==> src/rtl/tsp_pkg.sv <==
// Shared types, codes, tables and the request CRC for the tactile sensor poll link.
package tsp_pkg;

  localparam int unsigned BufDepth  = 26;
  localparam int unsigned AddrW     = 5;
  localparam int unsigned CountW    = 5;
  localparam logic [7:0]  SyncByte  = 8'hFA;
  localparam logic [15:0] CrcAfterSync = 16'd831;
  localparam logic [15:0] CrcPoly   = 16'hA001;
  localparam logic [7:0]  DynOffset = 8'd128;
  localparam logic [CountW-1:0] LenProx = CountW'(26);
  localparam logic [CountW-1:0] LenMed  = CountW'(18);
  localparam logic [CountW-1:0] LenDist = CountW'(20);
  localparam logic [CountW-1:0] CountOver = CountW'(BufDepth + 1);
  localparam logic [CountW-1:0] DynLen  = CountW'(4);
  localparam logic [AddrW-1:0]  DynPos  = AddrW'(2);

  typedef enum logic [1:0] {
    OP_POLL    = 2'd0,
    OP_RX      = 2'd1,
    OP_TIMEOUT = 2'd2
  } opcode_e;

  typedef enum logic [1:0] {
    KIND_TX    = 2'd0,
    KIND_TAXEL = 2'd1,
    KIND_DYN   = 2'd2,
    KIND_FAIL  = 2'd3
  } kind_e;

  typedef enum logic [1:0] {
    CLS_PROX = 2'd0,
    CLS_MED  = 2'd1,
    CLS_DIST = 2'd2
  } cls_e;

  typedef struct packed {
    logic [1:0]         kind;
    logic [7:0]         tx_byte;
    logic [3:0]         taxel_index;
    logic [15:0]        taxel_value;
    logic signed [15:0] dynamic_sample;
    logic [1:0]         sensor_class;
    logic               last;
  } tsp_res_t;

  typedef struct packed {
    logic             we;
    logic [AddrW-1:0] waddr;
    logic [7:0]       wdata;
    logic             re;
    logic [AddrW-1:0] raddr;
  } tsp_mem_req_t;

  // Reflected CRC16 over the sync byte and the id; the sync byte is already folded in.
  function automatic logic [15:0] crc_for(input logic [7:0] id);
    logic [15:0] crc;
    crc = CrcAfterSync ^ {8'h00, id};
    for (int j = 0; j < 8; j++) begin
      if (crc[0]) begin
        crc = (crc >> 1) ^ CrcPoly;
      end else begin
        crc = crc >> 1;
      end
    end
    return crc;
  endfunction

  // Buffer position of the high byte of each taxel in published order.
  function automatic logic [AddrW-1:0] taxel_pos(input logic [1:0] cls, input logic [3:0] idx);
    logic [AddrW-1:0] p;
    p = '0;
    case (cls)
      CLS_PROX: begin
        case (idx)
          4'd0: p = 5'd6;   4'd1: p = 5'd4;   4'd2: p = 5'd2;   4'd3: p = 5'd12;
          4'd4: p = 5'd10;  4'd5: p = 5'd8;   4'd6: p = 5'd18;  4'd7: p = 5'd16;
          4'd8: p = 5'd14;  4'd9: p = 5'd24;  4'd10: p = 5'd22; 4'd11: p = 5'd20;
          default: p = 5'd2;
        endcase
      end
      CLS_MED: begin
        case (idx)
          4'd0: p = 5'd4;   4'd1: p = 5'd2;   4'd2: p = 5'd8;   4'd3: p = 5'd6;
          4'd4: p = 5'd12;  4'd5: p = 5'd10;  4'd6: p = 5'd16;  4'd7: p = 5'd14;
          default: p = 5'd2;
        endcase
      end
      default: begin
        case (idx)
          4'd0: p = 5'd18;  4'd1: p = 5'd12;  4'd2: p = 5'd6;   4'd3: p = 5'd16;
          4'd4: p = 5'd10;  4'd5: p = 5'd4;   4'd6: p = 5'd14;  4'd7: p = 5'd8;
          4'd8: p = 5'd2;
          default: p = 5'd2;
        endcase
      end
    endcase
    return p;
  endfunction

  function automatic logic [3:0] taxel_last(input logic [1:0] cls);
    logic [3:0] n;
    case (cls)
      CLS_PROX: n = 4'd11;
      CLS_MED:  n = 4'd7;
      default:  n = 4'd8;
    endcase
    return n;
  endfunction

endpackage

==> src/rtl/tactile_sensor_poll_link.sv <==
// Top level of the tactile sensor poll link: sequencer, buffer and output register.
//
//  channel   dir  handshake              payload
//  s_axis    in   tvalid/tready          tuser=opcode, tdata=sensor_id,rx_byte
//  m_axis    out  tvalid/tready          tuser=kind, tlast=last, tdata=result fields
//  cfg       in   cfg_we_i               cfg_wdata_i = data_mode
//
// A received byte or an ignored item is taken in ST_IDLE; a poll sends request bytes in
// ST_TX. A static judgement reads the header in ST_RD0, ST_RD1 and ST_CHK, then each taxel
// in ST_RDHI, ST_RDLO and ST_EMIT on the single read port of the buffer; a dynamic one likewise.
// Reset clears the control state only; the buffer is written before it is read.
// The output register lets one result wait while the sequencer moves on; a stall holds it.
module tactile_sensor_poll_link
  import tsp_pkg::*;
(
  input  logic        clk_i,
  input  logic        rst_ni,
  input  logic        cfg_we_i,
  input  logic        cfg_wdata_i,
  input  logic        s_axis_tvalid_i,
  output logic        s_axis_tready_o,
  input  logic [15:0] s_axis_tdata_i,   // sensor_id[7:0], rx_byte[15:8]
  input  logic [1:0]  s_axis_tuser_i,   // opcode[1:0]
  output logic        m_axis_tvalid_o,
  input  logic        m_axis_tready_i,
  output logic [47:0] m_axis_tdata_o,   // tx_byte[7:0], taxel_index[11:8],
                                        // taxel_value[27:12], dynamic_sample[43:28],
                                        // sensor_class[45:44], zero[47:46]
  output logic [1:0]  m_axis_tuser_o,   // kind[1:0]
  output logic        m_axis_tlast_o
);

  tsp_mem_req_t mem_req;
  logic [7:0]   mem_rdata;
  logic         res_valid;
  logic         res_ready;
  tsp_res_t     res;
  logic         out_valid_q;
  tsp_res_t     out_q;

  assign res_ready = !out_valid_q || m_axis_tready_i;

  tsp_ctrl u_ctrl (
    .clk_i       (clk_i),
    .rst_ni      (rst_ni),
    .cfg_we_i    (cfg_we_i),
    .cfg_wdata_i (cfg_wdata_i),
    .in_valid_i  (s_axis_tvalid_i),
    .in_ready_o  (s_axis_tready_o),
    .in_op_i     (s_axis_tuser_i),
    .in_id_i     (s_axis_tdata_i[7:0]),
    .in_rx_i     (s_axis_tdata_i[15:8]),
    .mem_req_o   (mem_req),
    .mem_rdata_i (mem_rdata),
    .res_valid_o (res_valid),
    .res_ready_i (res_ready),
    .res_o       (res)
  );

  tsp_buf u_buf (
    .clk_i   (clk_i),
    .req_i   (mem_req),
    .rdata_o (mem_rdata)
  );

  always_ff @(posedge clk_i or negedge rst_ni) begin
    if (!rst_ni) begin
      out_valid_q <= 1'b0;
    end else if (res_ready) begin
      out_valid_q <= res_valid;
    end
  end

  always_ff @(posedge clk_i) begin
    if (res_ready && res_valid) begin
      out_q <= res;
    end
  end

  assign m_axis_tvalid_o = out_valid_q;
  assign m_axis_tuser_o  = out_q.kind;
  assign m_axis_tlast_o  = out_q.last;
  assign m_axis_tdata_o  = {2'b00, out_q.sensor_class, out_q.dynamic_sample,
                            out_q.taxel_value, out_q.taxel_index, out_q.tx_byte};

`ifndef ASSERT_OFF
  a_no_emit_while_ready: assert property (@(posedge clk_i) disable iff (!rst_ni)
    res_valid |-> !s_axis_tready_o)
    else $error("result produced while input side is open");

  a_write_in_range: assert property (@(posedge clk_i) disable iff (!rst_ni)
    mem_req.we |-> (mem_req.waddr < AddrW'(BufDepth)))
    else $error("buffer write beyond depth");

  a_poll_starts_tx: assert property (@(posedge clk_i) disable iff (!rst_ni)
    (s_axis_tvalid_i && s_axis_tready_o && s_axis_tuser_i == OP_POLL)
    |=> (!s_axis_tready_o && res_valid && res.kind == KIND_TX))
    else $error("poll did not start request bytes");

  a_taxel_index_range: assert property (@(posedge clk_i) disable iff (!rst_ni)
    (res_valid && res.kind == KIND_TAXEL) |-> (res.taxel_index <= 4'd11))
    else $error("taxel index out of range");
`endif

endmodule

==> src/rtl/tsp_buf.sv <==
// Response byte buffer: one write port, one registered read port.
module tsp_buf
  import tsp_pkg::*;
(
  input  logic         clk_i,
  input  tsp_mem_req_t req_i,
  output logic [7:0]   rdata_o
);

  logic [7:0] mem [BufDepth];
  logic [7:0] rdata_q;

  always_ff @(posedge clk_i) begin
    if (req_i.we) begin
      mem[req_i.waddr] <= req_i.wdata;
    end
    if (req_i.re) begin
      rdata_q <= mem[req_i.raddr];
    end
  end

  assign rdata_o = rdata_q;

endmodule

==> src/rtl/tsp_ctrl.sv <==
// Poll sequencer: request bytes, response capture and response judging over the buffer.
module tsp_ctrl
  import tsp_pkg::*;
(
  input  logic         clk_i,
  input  logic         rst_ni,
  input  logic         cfg_we_i,
  input  logic         cfg_wdata_i,
  input  logic         in_valid_i,
  output logic         in_ready_o,
  input  logic [1:0]   in_op_i,
  input  logic [7:0]   in_id_i,
  input  logic [7:0]   in_rx_i,
  output tsp_mem_req_t mem_req_o,
  input  logic [7:0]   mem_rdata_i,
  output logic         res_valid_o,
  input  logic         res_ready_i,
  output tsp_res_t     res_o
);

  typedef enum logic [3:0] {
    ST_IDLE, ST_TX, ST_RD0, ST_RD1, ST_CHK, ST_RDHI, ST_RDLO, ST_EMIT, ST_FAIL
  } state_e;

  typedef enum logic [1:0] {
    WAIT_IDLE   = 2'd0,
    WAIT_STATIC = 2'd1,
    WAIT_DYN    = 2'd2
  } wait_e;

  state_e            state_q, state_d;
  wait_e             wait_q, wait_d;
  logic              mode_q, mode_d;
  logic [CountW-1:0] count_q, count_d;
  logic [7:0]        second_q, second_d;
  logic [15:0]       crc_q, crc_d;
  logic [3:0]        idx_q, idx_d;
  logic [1:0]        cls_q, cls_d;
  logic              dyn_q, dyn_d;
  logic              hdr_ok_q, hdr_ok_d;
  logic [7:0]        hi_q, hi_d;

  logic              accept;
  logic [CountW-1:0] count_inc;
  logic [AddrW-1:0]  pos;
  logic [3:0]        last_idx;

  assign accept    = in_valid_i && in_ready_o;
  assign in_ready_o = (state_q == ST_IDLE);
  assign count_inc = count_q + CountW'(1);
  assign pos       = dyn_q ? DynPos : taxel_pos(cls_q, idx_q);
  assign last_idx  = dyn_q ? 4'd0 : taxel_last(cls_q);

  always_comb begin
    state_d  = state_q;
    wait_d   = wait_q;
    mode_d   = cfg_we_i ? cfg_wdata_i : mode_q;
    count_d  = count_q;
    second_d = second_q;
    crc_d    = crc_q;
    idx_d    = idx_q;
    cls_d    = cls_q;
    dyn_d    = dyn_q;
    hdr_ok_d = hdr_ok_q;
    hi_d     = hi_q;
    mem_req_o = '0;
    res_valid_o = 1'b0;
    res_o = '0;

    unique case (state_q)
      ST_IDLE: begin
        if (accept) begin
          unique case (in_op_i)
            OP_POLL: begin
              count_d  = '0;
              idx_d    = '0;
              crc_d    = crc_for(in_id_i);
              second_d = mode_q ? in_id_i + DynOffset : in_id_i;
              wait_d   = mode_q ? WAIT_DYN : WAIT_STATIC;
              state_d  = ST_TX;
            end
            OP_RX: begin
              if (wait_q != WAIT_IDLE) begin
                if (count_q < CountW'(BufDepth)) begin
                  mem_req_o.we    = 1'b1;
                  mem_req_o.waddr = count_q;
                  mem_req_o.wdata = in_rx_i;
                  count_d = count_inc;
                end else begin
                  count_d = CountOver;
                end
                if (wait_q == WAIT_DYN && count_d >= DynLen) begin
                  wait_d  = WAIT_IDLE;
                  dyn_d   = 1'b1;
                  idx_d   = '0;
                  state_d = ST_RD0;
                end
              end
            end
            OP_TIMEOUT: begin
              wait_d = WAIT_IDLE;
              idx_d  = '0;
              if (wait_q == WAIT_DYN) begin
                dyn_d   = 1'b1;
                state_d = (count_q >= DynLen) ? ST_RD0 : ST_FAIL;
              end else if (wait_q == WAIT_STATIC) begin
                dyn_d = 1'b0;
                if (count_q == LenProx) begin
                  cls_d   = CLS_PROX;
                  state_d = ST_RD0;
                end else if (count_q == LenMed) begin
                  cls_d   = CLS_MED;
                  state_d = ST_RD0;
                end else if (count_q == LenDist) begin
                  cls_d   = CLS_DIST;
                  state_d = ST_RD0;
                end else begin
                  state_d = ST_FAIL;
                end
              end
            end
            default: begin
            end
          endcase
        end
      end
      ST_TX: begin
        res_valid_o = 1'b1;
        res_o.kind  = KIND_TX;
        case (idx_q[1:0])
          2'd0:    res_o.tx_byte = SyncByte;
          2'd1:    res_o.tx_byte = second_q;
          2'd2:    res_o.tx_byte = crc_q[7:0];
          default: res_o.tx_byte = crc_q[15:8];
        endcase
        res_o.last = (wait_q == WAIT_DYN) ? (idx_q == 4'd1) : (idx_q == 4'd3);
        if (res_ready_i) begin
          idx_d = idx_q + 4'd1;
          if (res_o.last) begin
            state_d = ST_IDLE;
          end
        end
      end
      ST_RD0: begin
        mem_req_o.re    = 1'b1;
        mem_req_o.raddr = '0;
        state_d = ST_RD1;
      end
      ST_RD1: begin
        mem_req_o.re    = 1'b1;
        mem_req_o.raddr = AddrW'(1);
        hdr_ok_d = (mem_rdata_i == SyncByte);
        state_d = ST_CHK;
      end
      ST_CHK: begin
        state_d = (hdr_ok_q && mem_rdata_i == second_q) ? ST_RDHI : ST_FAIL;
      end
      ST_RDHI: begin
        mem_req_o.re    = 1'b1;
        mem_req_o.raddr = pos;
        state_d = ST_RDLO;
      end
      ST_RDLO: begin
        mem_req_o.re    = 1'b1;
        mem_req_o.raddr = pos + AddrW'(1);
        hi_d = mem_rdata_i;
        state_d = ST_EMIT;
      end
      ST_EMIT: begin
        // The read data register holds the low byte until the next read is issued.
        res_valid_o = 1'b1;
        if (dyn_q) begin
          res_o.kind           = KIND_DYN;
          res_o.dynamic_sample = {hi_q, mem_rdata_i};
        end else begin
          res_o.kind         = KIND_TAXEL;
          res_o.taxel_index  = idx_q;
          res_o.taxel_value  = {hi_q, mem_rdata_i};
          res_o.sensor_class = cls_q;
        end
        res_o.last = (idx_q == last_idx);
        if (res_ready_i) begin
          idx_d   = idx_q + 4'd1;
          state_d = res_o.last ? ST_IDLE : ST_RDHI;
        end
      end
      ST_FAIL: begin
        res_valid_o = 1'b1;
        res_o.kind  = KIND_FAIL;
        res_o.last  = 1'b1;
        if (res_ready_i) begin
          state_d = ST_IDLE;
        end
      end
      default: begin
        state_d = ST_IDLE;
      end
    endcase
  end

  always_ff @(posedge clk_i or negedge rst_ni) begin
    if (!rst_ni) begin
      state_q  <= ST_IDLE;
      wait_q   <= WAIT_IDLE;
      mode_q   <= 1'b0;
      count_q  <= '0;
      second_q <= '0;
      idx_q    <= '0;
      dyn_q    <= 1'b0;
      hdr_ok_q <= 1'b0;
      cls_q    <= CLS_PROX;
    end else begin
      state_q  <= state_d;
      wait_q   <= wait_d;
      mode_q   <= mode_d;
      count_q  <= count_d;
      second_q <= second_d;
      idx_q    <= idx_d;
      dyn_q    <= dyn_d;
      hdr_ok_q <= hdr_ok_d;
      cls_q    <= cls_d;
    end
  end

  always_ff @(posedge clk_i) begin
    crc_q <= crc_d;
    hi_q  <= hi_d;
  end

endmodule
==> config.mk <==
export PLATFORM = sky130hd
export DESIGN_NAME = tactile_sensor_poll_link
export DESIGN_NICKNAME = d
export VERILOG_FILES = /design/src/rtl/tsp_pkg.sv /design/src/rtl/tactile_sensor_poll_link.sv /design/src/rtl/tsp_buf.sv /design/src/rtl/tsp_ctrl.sv
export SDC_FILE = /design/constraint.sdc
export NUM_CORES = 1
export LEC_CHECK = 0
export BUFFER_PORTS_ARGS = -buffer_cell sky130_fd_sc_hd__clkbuf_2
export CAP_MARGIN = 20
export CORE_MARGIN = 3
export CORE_UTILIZATION = 66
export DETAILED_ROUTE_END_ITERATION = 7
export PLACE_DENSITY = 0.85
export REMOVE_ABC_BUFFERS = 1
export SLEW_MARGIN = 20
export SYNTH_ARGS = -nofsm -noshare
export SYNTH_HDL_FRONTEND = slang
export SYNTH_SLANG_ARGS = --single-unit
==> constraint.sdc <==
create_clock -name clk_i -period 10.7 [get_ports clk_i]
set_input_delay 1.07 -clock clk_i [delete_from_list [all_inputs] [get_ports clk_i]]
set_output_delay 1.07 -clock clk_i [all_outputs]
set_load 0.01 [all_outputs]
==> flow_summary.json, run 1 <==
{
  "clk_latency_ns": 0.55,
  "drcViolationCount": 33,
  "wl_per_cell_um": 21.9,
  "coreArea_sq_mm": 0.0199,
  "nets": 1118,
  "clock_path_buffers": 3,
  "hold_violations": 0,
  "endpoint_kind": "register",
  "antenna_found_initial": 0,
  "ctsHtreeMaxLevel": 1,
  "fin_crit_sh_pct": 34.5,
  "initial_utilization_pct": 68.6,
  "io_pins": 77,
  "power.internal_w": 0.00233,
  "period_needed_ns": 3.69,
  "fmax_mhz": 271,
  "drive_above_1_share_pct": 15.1,
  "skew_ns": 0.0107,
  "root_buffer": "clkbuf_16",
  "critPathLaunchType": "primary input",
  "drt_iter0_drc": 1219,
  "place.gp.congestion": 0.947,
  "rsz0062_at_grt": "no",
  "gr-usage-all-layers_pct": 26.8,
  "failed_checks": "DRC",
  "postRouteAntennaNets": 0,
  "hpwl_um": 19100,
  "ys_ff_latch": 313,
  "p_seq_share_pct": 48.9,
  "portBuffers": 74,
  "syn-cell-area_sq_mm": 0.0137,
  "worst_r2r_path_depth": 7,
  "syn_area_per_cell_sq_um": 13.3,
  "die_w_um": 150,
  "switchingPower_w": 0.000944,
  "place_inst": 1313,
  "synth_top_area_share_pct": 62.4,
  "synth_most_common_cell": "edfxtp_1",
  "vdd_drop_max_uv": 164,
  "first_pass_iters": 8,
  "max-cap-violations": 0,
  "synth_enable_flop_cells": 284,
  "cts_inserted_buffers": 31,
  "worstMarginPinSlew_ns": 1.11,
  "outcome": "finished with violations",
  "die_area_sq_mm": 0.0225,
  "wl_um": 30000,
  "p_sw_share_pct": 28.9,
  "tns_ns": 0,
  "hold_path_depth": 1,
  "critPathKind": "primary input to register",
  "synthCells": 1030,
  "pwr-share-clk_pct": 32.4,
  "synth_flop_cell": "edfxtp_1",
  "via_per_inst": 6.40,
  "synthArstFlopShare_pct": 9.27,
  "grt_pass1_vias": 8166,
  "clkSinkCount": 313,
  "hold_path_class": "register to register",
  "arrival_ns": 3.86,
  "worstPathRequired_ns": 10.87,
  "grt_max_degree": 74,
  "cp_max_fo": 11,
  "yosysSeqAreaShare_pct": 67.8,
  "pwr-share-comb_pct": 18.7,
  "cts_hold_buf": 0,
  "clkTransAtPathRegs_ns": 0.06,
  "rows": 51,
  "ys_types": 81,
  "setup_viol": 0,
  "n_antenna_cell": 0,
  "synth_common_cells": "284 x edfxtp_1, 167 x nand2_1, 67 x nor2_1",
  "grt_pass1_wl_um": 45900,
  "max_slew_margin_pct": 25.2,
  "post_cts_buffers": 0,
  "die_h_um": 150,
  "tritoncts": "yes",
  "leakagePower_nw": 5.46,
  "area_growth_pct": 10.4,
  "ctsResizeCount": 0,
  "power_per_cell_area_mw_per_mm2": 217,
  "final.fill_count": 1165,
  "final_max_slew_viol_count": 0,
  "vias": 8769,
  "gr-total-overflow": 0,
  "yosysWarnings": 0,
  "synth_top_area_cell": "edfxtp_1",
  "fin_cells": 1370,
  "netlist_top_cells_area": "edfxtp_1 62%, dfrtp_1 5.3%, nand2_1 4.6%"
}
==> area by class of cell <==
cell class	instances	area, sq um	share of cell area (%)
Timing Repair Buffer	80	415	2.76
Clock inverter	12	119	0.788
Sequential cell	313	9250	61.4
Multi-Input combinational cell	628	3970	26.3
Tap cell	265	332	2.20
Inverter	27	101	0.672
Clock buffer	45	888	5.89
==> registers in the layout, indices dropped and copies added, names as in the netlist <==
signal	flops
u_ctrl.count_q	5
u_ctrl.mode_q	1
u_buf.rdata_o	8
u_ctrl.idx_q	4
u_ctrl.cls_q	2
m_axis_tdata_o	46
m_axis_tvalid_o	1
u_buf.mem	208
m_axis_tlast_o	1
u_ctrl.wait_q	2
u_ctrl.second_q	8
u_ctrl.crc_q	11
u_ctrl.hdr_ok_q	1
u_ctrl.dyn_q	1
m_axis_tuser_o	2
u_ctrl.state_q	4
u_ctrl.hi_q	8
==> critical path, cell delays in order <==
cell	delay [ns]
clkbuf_2	0.10
inv_1	0.10
ha_1	0.33
nand2_1	0.12
nor3_1	0.91
nand3_1	0.33
nor3_1	0.89
==> final timing paths <==
check | slack, ns | start | end
max | 7.01 | s_axis_tuser_i[1] | u_buf.mem[0][7]
min | 0.51 | u_ctrl.hdr_ok_q | u_ctrl.hdr_ok_q
max reg2reg | 7.01 | u_ctrl.state_q[0] | u_buf.mem[0][7]
min reg2reg | 0.51 | u_ctrl.hdr_ok_q | u_ctrl.hdr_ok_q
max in group asynchronous | 9.58 | rst_ni | u_ctrl.second_q[1]
min in group asynchronous | 0.60 | rst_ni | m_axis_tvalid_o
==> power groups by stage <==
stage          logic [W]  clock network, W  registers (W)
2_1_floorplan   0.000360                 0        0.00164
3_3_place_gp    0.000591                 0        0.00162
3_5_place_dp    0.000601                 0        0.00163
4_1_cts         0.000608           0.00106        0.00160
5_1_grt         0.000665           0.00112        0.00161
6_report        0.000611           0.00106        0.00160
==> layer usage <==
metal | global-route usage (%) | vias to the layer above | share of wire, %
met5 | 0 | - | 0
met4 | 8.42 | 0 | 3.6
met3 | 4.24 | 95 | 10
met2 | 43.3 | 548 | 48
met1 | 38.2 | 4202 | 39
li1 | - | 3924 | -
==> per-stage QoR <==
step | setup WS, ns | instance area [sq um] | power, W | hold slack, ns | util [%]
2_1_floorplan | 6.50 | 13300 | 0.00200 | 0.480 | -
4_1_cts | 7.02 | 15100 | 0.00327 | 0.514 | 75.7
6_report | 7.01 | 15100 | 0.00327 | 0.513 | 75.7
5_1_grt | 6.80 | 15100 | 0.00340 | 0.540 | 75.7
3_5_place_dp | 6.49 | 14100 | 0.00223 | 0.501 | 70.6
3_3_place_gp | 6.77 | 14100 | 0.00221 | 0.493 | 70.6
==> layout by cell type (no fill, tap or decap), types with 9 or more instances in the layout <==
cell and instances:
inv_1 26, o21ai_0 26, xor2_1 16, clkbuf_16 31, a311oi_1 15, nor2_1 66
mux2_2 10, a21oi_1 25, dfrtp_1 29, nand4_1 26, xnor2_1 9, edfxtp_1 284
nand2_1 167, mux2i_1 24, nand3_1 27, and2_1 18, o22a_1 9, and3_1 50
ha_1 13, clkbuf_2 74, nor3_1 10
==> cell families after synthesis <==
logic type	Yosys count	share of synthesized area [%]
muxes	43	3.98
and+or+nand+nor	406	14.4
xor gates and xnor gates	27	1.89
other	1	0.0275
DFF	313	67.8
adders and majority gates	13	1.19
AOI/OAI and AO/OA	137	7.41
buffers and inverters	90	3.32
Note: power is estimated with default switching activity, not from simulation.
==> inputs of run 2 (changes only) <==
CORE_UTILIZATION = 55   (was 66)
PLACE_DENSITY = 0.76   (was 0.85)
clock period = 3.17 ns   (was 10.7 ns; I/O delays follow)
==> run 2 against run 1 <==
Clock power rose to 3.2 times the previous value. Sequential cell count stayed put. Critical endpoint is now u_buf.rdata_o[2]. Sequential power rose to 3.3 times the previous value. First-iteration DRC count decreased by 3.9%. Hold slack worse by 0.48 ns. Die area rose by 19%. The run now ends clean. Final cell count grew 8.3%. Largest power group unchanged. Largest cell class unchanged. Clock-buffer cell count decreased by 6.
==> flow_summary.json, run 2 (synthesized netlist as in run 1, its figures left out) <==
{
  "final.fill_count": 1814,
  "skew_ns": 0.0149,
  "clock_path_buffers": 3,
  "clk_latency_ns": 0.55,
  "arrival_ns": 3.42,
  "place.gp.congestion": 0.933,
  "post-route-util_pct": 63.7,
  "crit_buf_inv": 1,
  "cp_top_family": "compound AO/OA/AOI/OAI gates",
  "grt_pass1_vias": 8534,
  "io_pins": 77,
  "power_per_cell_area_mw_per_mm2": 703,
  "tns_ns": 0,
  "post_dp_cell_area_sq_mm": 0.0146,
  "area_growth_pct": 13.8,
  "route.met2.wl_um": 14900,
  "min_to": "u_ctrl.crc_q[6]",
  "endpoint_kind": "register",
  "top_layer": "met4",
  "max-cap-violations": 0,
  "drcViolationCount": 0,
  "wl_per_cell_um": 20.9,
  "final_max_slew_viol_count": 0,
  "hold_path_class": "primary input to register",
  "leakagePower_nw": 5.73,
  "fin_cells": 1484,
  "rsz0062_at_grt": "no",
  "vias": 8961,
  "max_slew_margin_pct": 45.9,
  "finalHoldWorstSlack_ns": 0.0357,
  "rr_endpoint": "u_buf.rdata_o[2]",
  "die_h_um": 164,
  "via_per_inst": 6.04,
  "postRouteAntennaNets": 0,
  "critPathKind": "register to register",
  "fmax_mhz": 330,
  "vdd_drop_max_uv": 499,
  "grt_pass1_wl_um": 48200,
  "stdcell_area_sq_mm": 0.0155,
  "setup_viol": 0,
  "gr-usage-all-layers_pct": 23.4,
  "wl_met1_um": 12100,
  "die_area_sq_mm": 0.0268,
  "layout_common_cells": "284 x edfxtp_1, 167 x nand2_1, 74 x clkbuf_2",
  "tritoncts": "yes",
  "path_cells": "inv_1 > ha_1 > nor2_1 > a211oi_1 > o221ai_2 > o21ai_2 > a2111oi_0 > or4_1 > nand4_1",
  "worstMarginPinSlew_ns": 0.811,
  "cp_slowest_stage_delay_ns": 0.54,
  "initial_utilization_pct": 56.0,
  "hold_violations": 0,
  "cts_inserted_buffers": 31,
  "worstPathRequired_ns": 3.57,
  "place_inst": 1427,
  "drive_above_1_share_pct": 18.4,
  "ctsResizeCount": 0,
  "gr-total-overflow": 0,
  "largest-register": "u_buf.mem",
  "rows": 57,
  "hold_path_depth": 2,
  "post_cts_buffers": 0,
  "outcome": "finished, final reports clean",
  "cp_max_fo": 12,
  "critPathLaunchType": "register",
  "antenna_found_initial": 0,
  "layout_commonest_cell": "edfxtp_1",
  "met3_length_um": 2790,
  "largest_reg_flops": 208,
  "die_w_um": 164,
  "crit_slowest_cell": "or4_1",
  "ctsHtreeMaxLevel": 1,
  "nets": 1176,
  "reg2reg_slack_ns": 0.14,
  "n_antenna_cell": 0,
  "worst_r2r_path_depth": 9,
  "cts_hold_buf": 3,
  "first_pass_iters": 5,
  "grt_max_degree": 74,
  "drt_iter0_drc": 1172,
  "coreArea_sq_mm": 0.0244,
  "fin_crit_sh_pct": 95.5,
  "portBuffers": 74,
  "min_from": "s_axis_tdata_i[0]",
  "rr_startpoint": "u_ctrl.idx_q[1]",
  "clkSinkCount": 313,
  "period_needed_ns": 3.03,
  "wl_um": 31000,
  "root_buffer": "clkbuf_16",
  "clkTransAtPathRegs_ns": 0.06,
  "hpwl_um": 20500
}
-- run 2: cell types whose count changed in the layout (fill, tap and decap cells not counted), moves of 3 or more --
| cell | change |
|---|---|
| buf_4 | +52 |
| clkbuf_8 | -6 |
| clkinv_1 | +5 |
| buf_12 | +3 |
| dlygate4sd3_1 | +3 |
-- run 2: how the worst max path moves through the flow --
| stage | end | startpoint | slack (ns) | cells past startpoint |
|---|---|---|---|---|
| 6_report | u_buf.rdata_o[2] | u_ctrl.idx_q[1] | 0.14 | 9 |
| 5_1_grt | u_buf.rdata_o[4] | u_ctrl.idx_q[0] | 0.03 | 10 |
| 2_1_floorplan | m_axis_tdata_o[0] | u_ctrl.state_q[0] | -1.03 | 4 |
| 4_1_cts | u_buf.rdata_o[2] | u_ctrl.idx_q[1] | 0.23 | 9 |
| 3_5_place_dp | u_buf.rdata_o[2] | u_ctrl.idx_q[1] | 0.21 | 9 |
| 3_3_place_gp | u_buf.rdata_o[4] | u_ctrl.idx_q[1] | 0.35 | 9 |
-- run 2: area by class of cell --
cell class                 instances  area, sq um  area share [%]
clock buffer                      39          806            5.18
inverter                          27          101           0.652
clock inverter                    15          120           0.773
sequential                       313         9250            59.5
tap                              324          405            2.61
multi-input combinational        628         3960            25.5
timing repair buffer             138          896            5.76
-- run 2: per-stage QoR --
step,setup WS (ns),power [W]
after floorplan,-1.03,0.00674
after global placement,0.349,0.00757
after global routing,0.0313,0.0114
after detailed placement,0.214,0.00762
final,0.144,0.0109
after CTS,0.228,0.0110
-- run 2: metal layers --
layer | track usage (%) | up-vias
li1 | - | 4040
met1 | 31.2 | 4333
met2 | 39.0 | 494
met3 | 3.78 | 94
met4 | 8.84 | 0
met5 | 0 | -
-- run 2: power by group --
part / internal [W] / switching (W) / total [W]
combinational: 0.000812 / 0.00140 / 0.00221
sequential: 0.00503 / 0.000310 / 0.00534
clock: 0.00194 / 0.00142 / 0.00336
total: 0.00779 / 0.00313 / 0.0109
==> inputs of run 3 (changes only) <==
--- a/config.mk
+++ b/config.mk
@@ -9,7 +9,7 @@
 export CAP_MARGIN = 20
 export CORE_MARGIN = 3
-export CORE_UTILIZATION = 55
+export CORE_UTILIZATION = 66
 export DETAILED_ROUTE_END_ITERATION = 7
-export PLACE_DENSITY = 0.76
+export PLACE_DENSITY = 0.85
 export REMOVE_ABC_BUFFERS = 1
 export SLEW_MARGIN = 20
==> constraint.sdc (replaced) <==
create_clock -name clk_i -period 3.72 [get_ports clk_i]
set_input_delay 0.558 -clock clk_i [delete_from_list [all_inputs] [get_ports clk_i]]
set_output_delay 0.558 -clock clk_i [all_outputs]
set_load 0.01 [all_outputs]
==> run 3 against run 2 <==
Global-route usage increased by 5.7 points. Final cell count decreased by 6.0%. Sequential power decreased by 14%. Clock skew is 0.0087 ns higher. Worst setup slack better by 0.054 ns. Total power down 14%. Via count grew 1.4%. Core utilization rose by 13 points. Combinational power shrank 16%. Sequential cell count unchanged.
==> flow_summary.json, run 3 (synthesized netlist as in run 1, its figures left out) <==
{
  "initial_utilization_pct": 68.6,
  "place_inst": 1339,
  "post_cts_buffers": 0,
  "reg2reg_slack_ns": 0.20,
  "vdd_drop_max_uv": 468,
  "wl_um": 32100,
  "io_pins": 77,
  "rsz0062_at_grt": "no",
  "nets": 1143,
  "postRouteAntennaNets": 0,
  "multiInputGateArea_sq_mm": 0.00396,
  "drive_above_1_share_pct": 16.5,
  "cp_max_fo": 11,
  "wl_per_cell_um": 23.0,
  "final_max_slew_viol_count": 0,
  "rr_endpoint": "u_buf.rdata_o[0]",
  "critPathKind": "register to register",
  "post-place-ws_ns": 0.284,
  "max_slew_margin_pct": 35.0,
  "gr-usage-all-layers_pct": 29.1,
  "layout_commonest_cell": "edfxtp_1",
  "ctsResizeCount": 0,
  "clock_path_buffers": 3,
  "setup_viol": 0,
  "worstPathRequired_ns": 4.10,
  "gr-total-overflow": 0,
  "hold_violations": 0,
  "crit_slowest_cell": "nor2b_1",
  "path_cells": "inv_1 > ha_1 > mux2_1 > and3_1 > o31ai_2 > or2_1 > nor2b_1 > nand2_1 > o211ai_1",
  "endpoint_kind": "register",
  "fmax_mhz": 284,
  "cts_hold_buf": 0,
  "skew_ns": 0.0236,
  "hold_path_class": "primary input to asynchronous set/reset pin",
  "portBuffers": 74,
  "tns_ns": 0,
  "cts_inserted_buffers": 30,
  "grt_pass1_vias": 8801,
  "largest-register": "u_buf.mem",
  "rows": 51,
  "rr_startpoint": "u_ctrl.idx_q[0]",
  "grt_pass1_wl_um": 49500,
  "regArea_sq_mm": 0.00925,
  "largest_reg_flops": 208,
  "period_needed_ns": 3.52,
  "hpwl_um": 20700,
  "tritoncts": "yes",
  "worstMarginPinSlew_ns": 0.972,
  "final.fill_count": 1153,
  "leakagePower_nw": 5.58,
  "arrival_ns": 3.90,
  "die_area_sq_mm": 0.0225,
  "grt_max_degree": 74,
  "clkTransAtPathRegs_ns": 0.07,
  "drt_iter0_drc": 1136,
  "first_pass_iters": 5,
  "finalHoldWorstSlack_ns": 0.0606,
  "max-cap-violations": 0,
  "ctsHtreeMaxLevel": 1,
  "clkSinkCount": 313,
  "clk_latency_ns": 0.56,
  "via_per_inst": 6.51,
  "coreArea_sq_mm": 0.0199,
  "root_buffer": "clkbuf_16",
  "antenna_found_initial": 0,
  "die_w_um": 150,
  "drcViolationCount": 0,
  "final.setup.worst_slack_ns": 0.198,
  "outcome": "finished, final reports clean",
  "power_per_cell_area_mw_per_mm2": 616,
  "fin_crit_sh_pct": 94.7,
  "cp_slowest_stage_delay_ns": 0.68,
  "critPathLaunchType": "register",
  "layout_common_cells": "284 x edfxtp_1, 167 x nand2_1, 74 x clkbuf_2",
  "place.gp.congestion": 0.913,
  "die_h_um": 150,
  "vias": 9084,
  "n_antenna_cell": 0,
  "post-route-util_pct": 76.6,
  "worst_r2r_path_depth": 9,
  "fin_cells": 1395,
  "area_growth_pct": 11.6
}
-- run 3: cell types whose count changed in the layout (fill, tap and decap cells not counted), sizes merged --
cell	change
clkinv	-2
clkbuf	+4
dlygate4sd3	-3
buf	-29
-- run 3: worst max-delay path: cells and delay by family (launching register included) --
family	cells	cell delay [ns]
buffers and inverters	1	0.18
adders and majority gates	1	0.38
DFF	1	0.56
AOI/OAI and AO/OA	2	0.49
and+or+nand+nor	4	1.37
muxes	1	0.36
-- run 3: area by class of cell --
cell class / count / share of cell area (%)
Inverter: 27 / 0.665
Timing Repair Buffer: 106 / 4.17
Multi-Input combinational cell: 628 / 26.0
Sequential cell: 313 / 60.7
Tap cell: 265 / 2.17
Clock inverter: 13 / 0.730
Clock buffer: 43 / 5.58
-- run 3: worst max-delay path by stage --
| stage | startpoint | endpoint | slack [ns] | cells past startpoint |
|---|---|---|---|---|
| 2_1_floorplan | u_ctrl.state_q[0] | m_axis_tdata_o[0] | -0.48 | 4 |
| 3_3_place_gp | u_ctrl.idx_q[0] | u_buf.rdata_o[0] | 0.42 | 9 |
| 3_5_place_dp | u_ctrl.idx_q[0] | u_buf.rdata_o[0] | 0.28 | 9 |
| 4_1_cts | u_ctrl.idx_q[0] | u_buf.rdata_o[0] | 0.24 | 9 |
| 5_1_grt | u_ctrl.idx_q[0] | u_buf.rdata_o[0] | 0.07 | 9 |
| 6_report | u_ctrl.idx_q[0] | u_buf.rdata_o[0] | 0.20 | 9 |
-- run 3: report_power, final --
group / total [W] / switching (W) / internal, W
Sequential: 0.00458 / 0.000291 / 0.00429
Clock: 0.00297 / 0.00124 / 0.00172
Combinational: 0.00185 / 0.00120 / 0.000651
Total: 0.00940 / 0.00274 / 0.00666
-- run 3: per-stage QoR --
step / cell area (sq um) / power, W
floorplan: 13300 / 0.00575
global placement: 14300 / 0.00639
detailed placement: 14300 / 0.00645
CTS: 15200 / 0.00939
global route: 15200 / 0.00975
finish: 15200 / 0.00940
-- run 3: layer usage --
layer  part of all wire, %  wire (um)  global-route usage (%)  vias up
met5                     0          0                       0        -
met4                   3.1        992                    11.6        0
met3                    11       3640                    5.69       89
met2                    48      15400                    46.5      625
met1                    37      12000                    40.1     4401
li1                      -          -                       -     3969
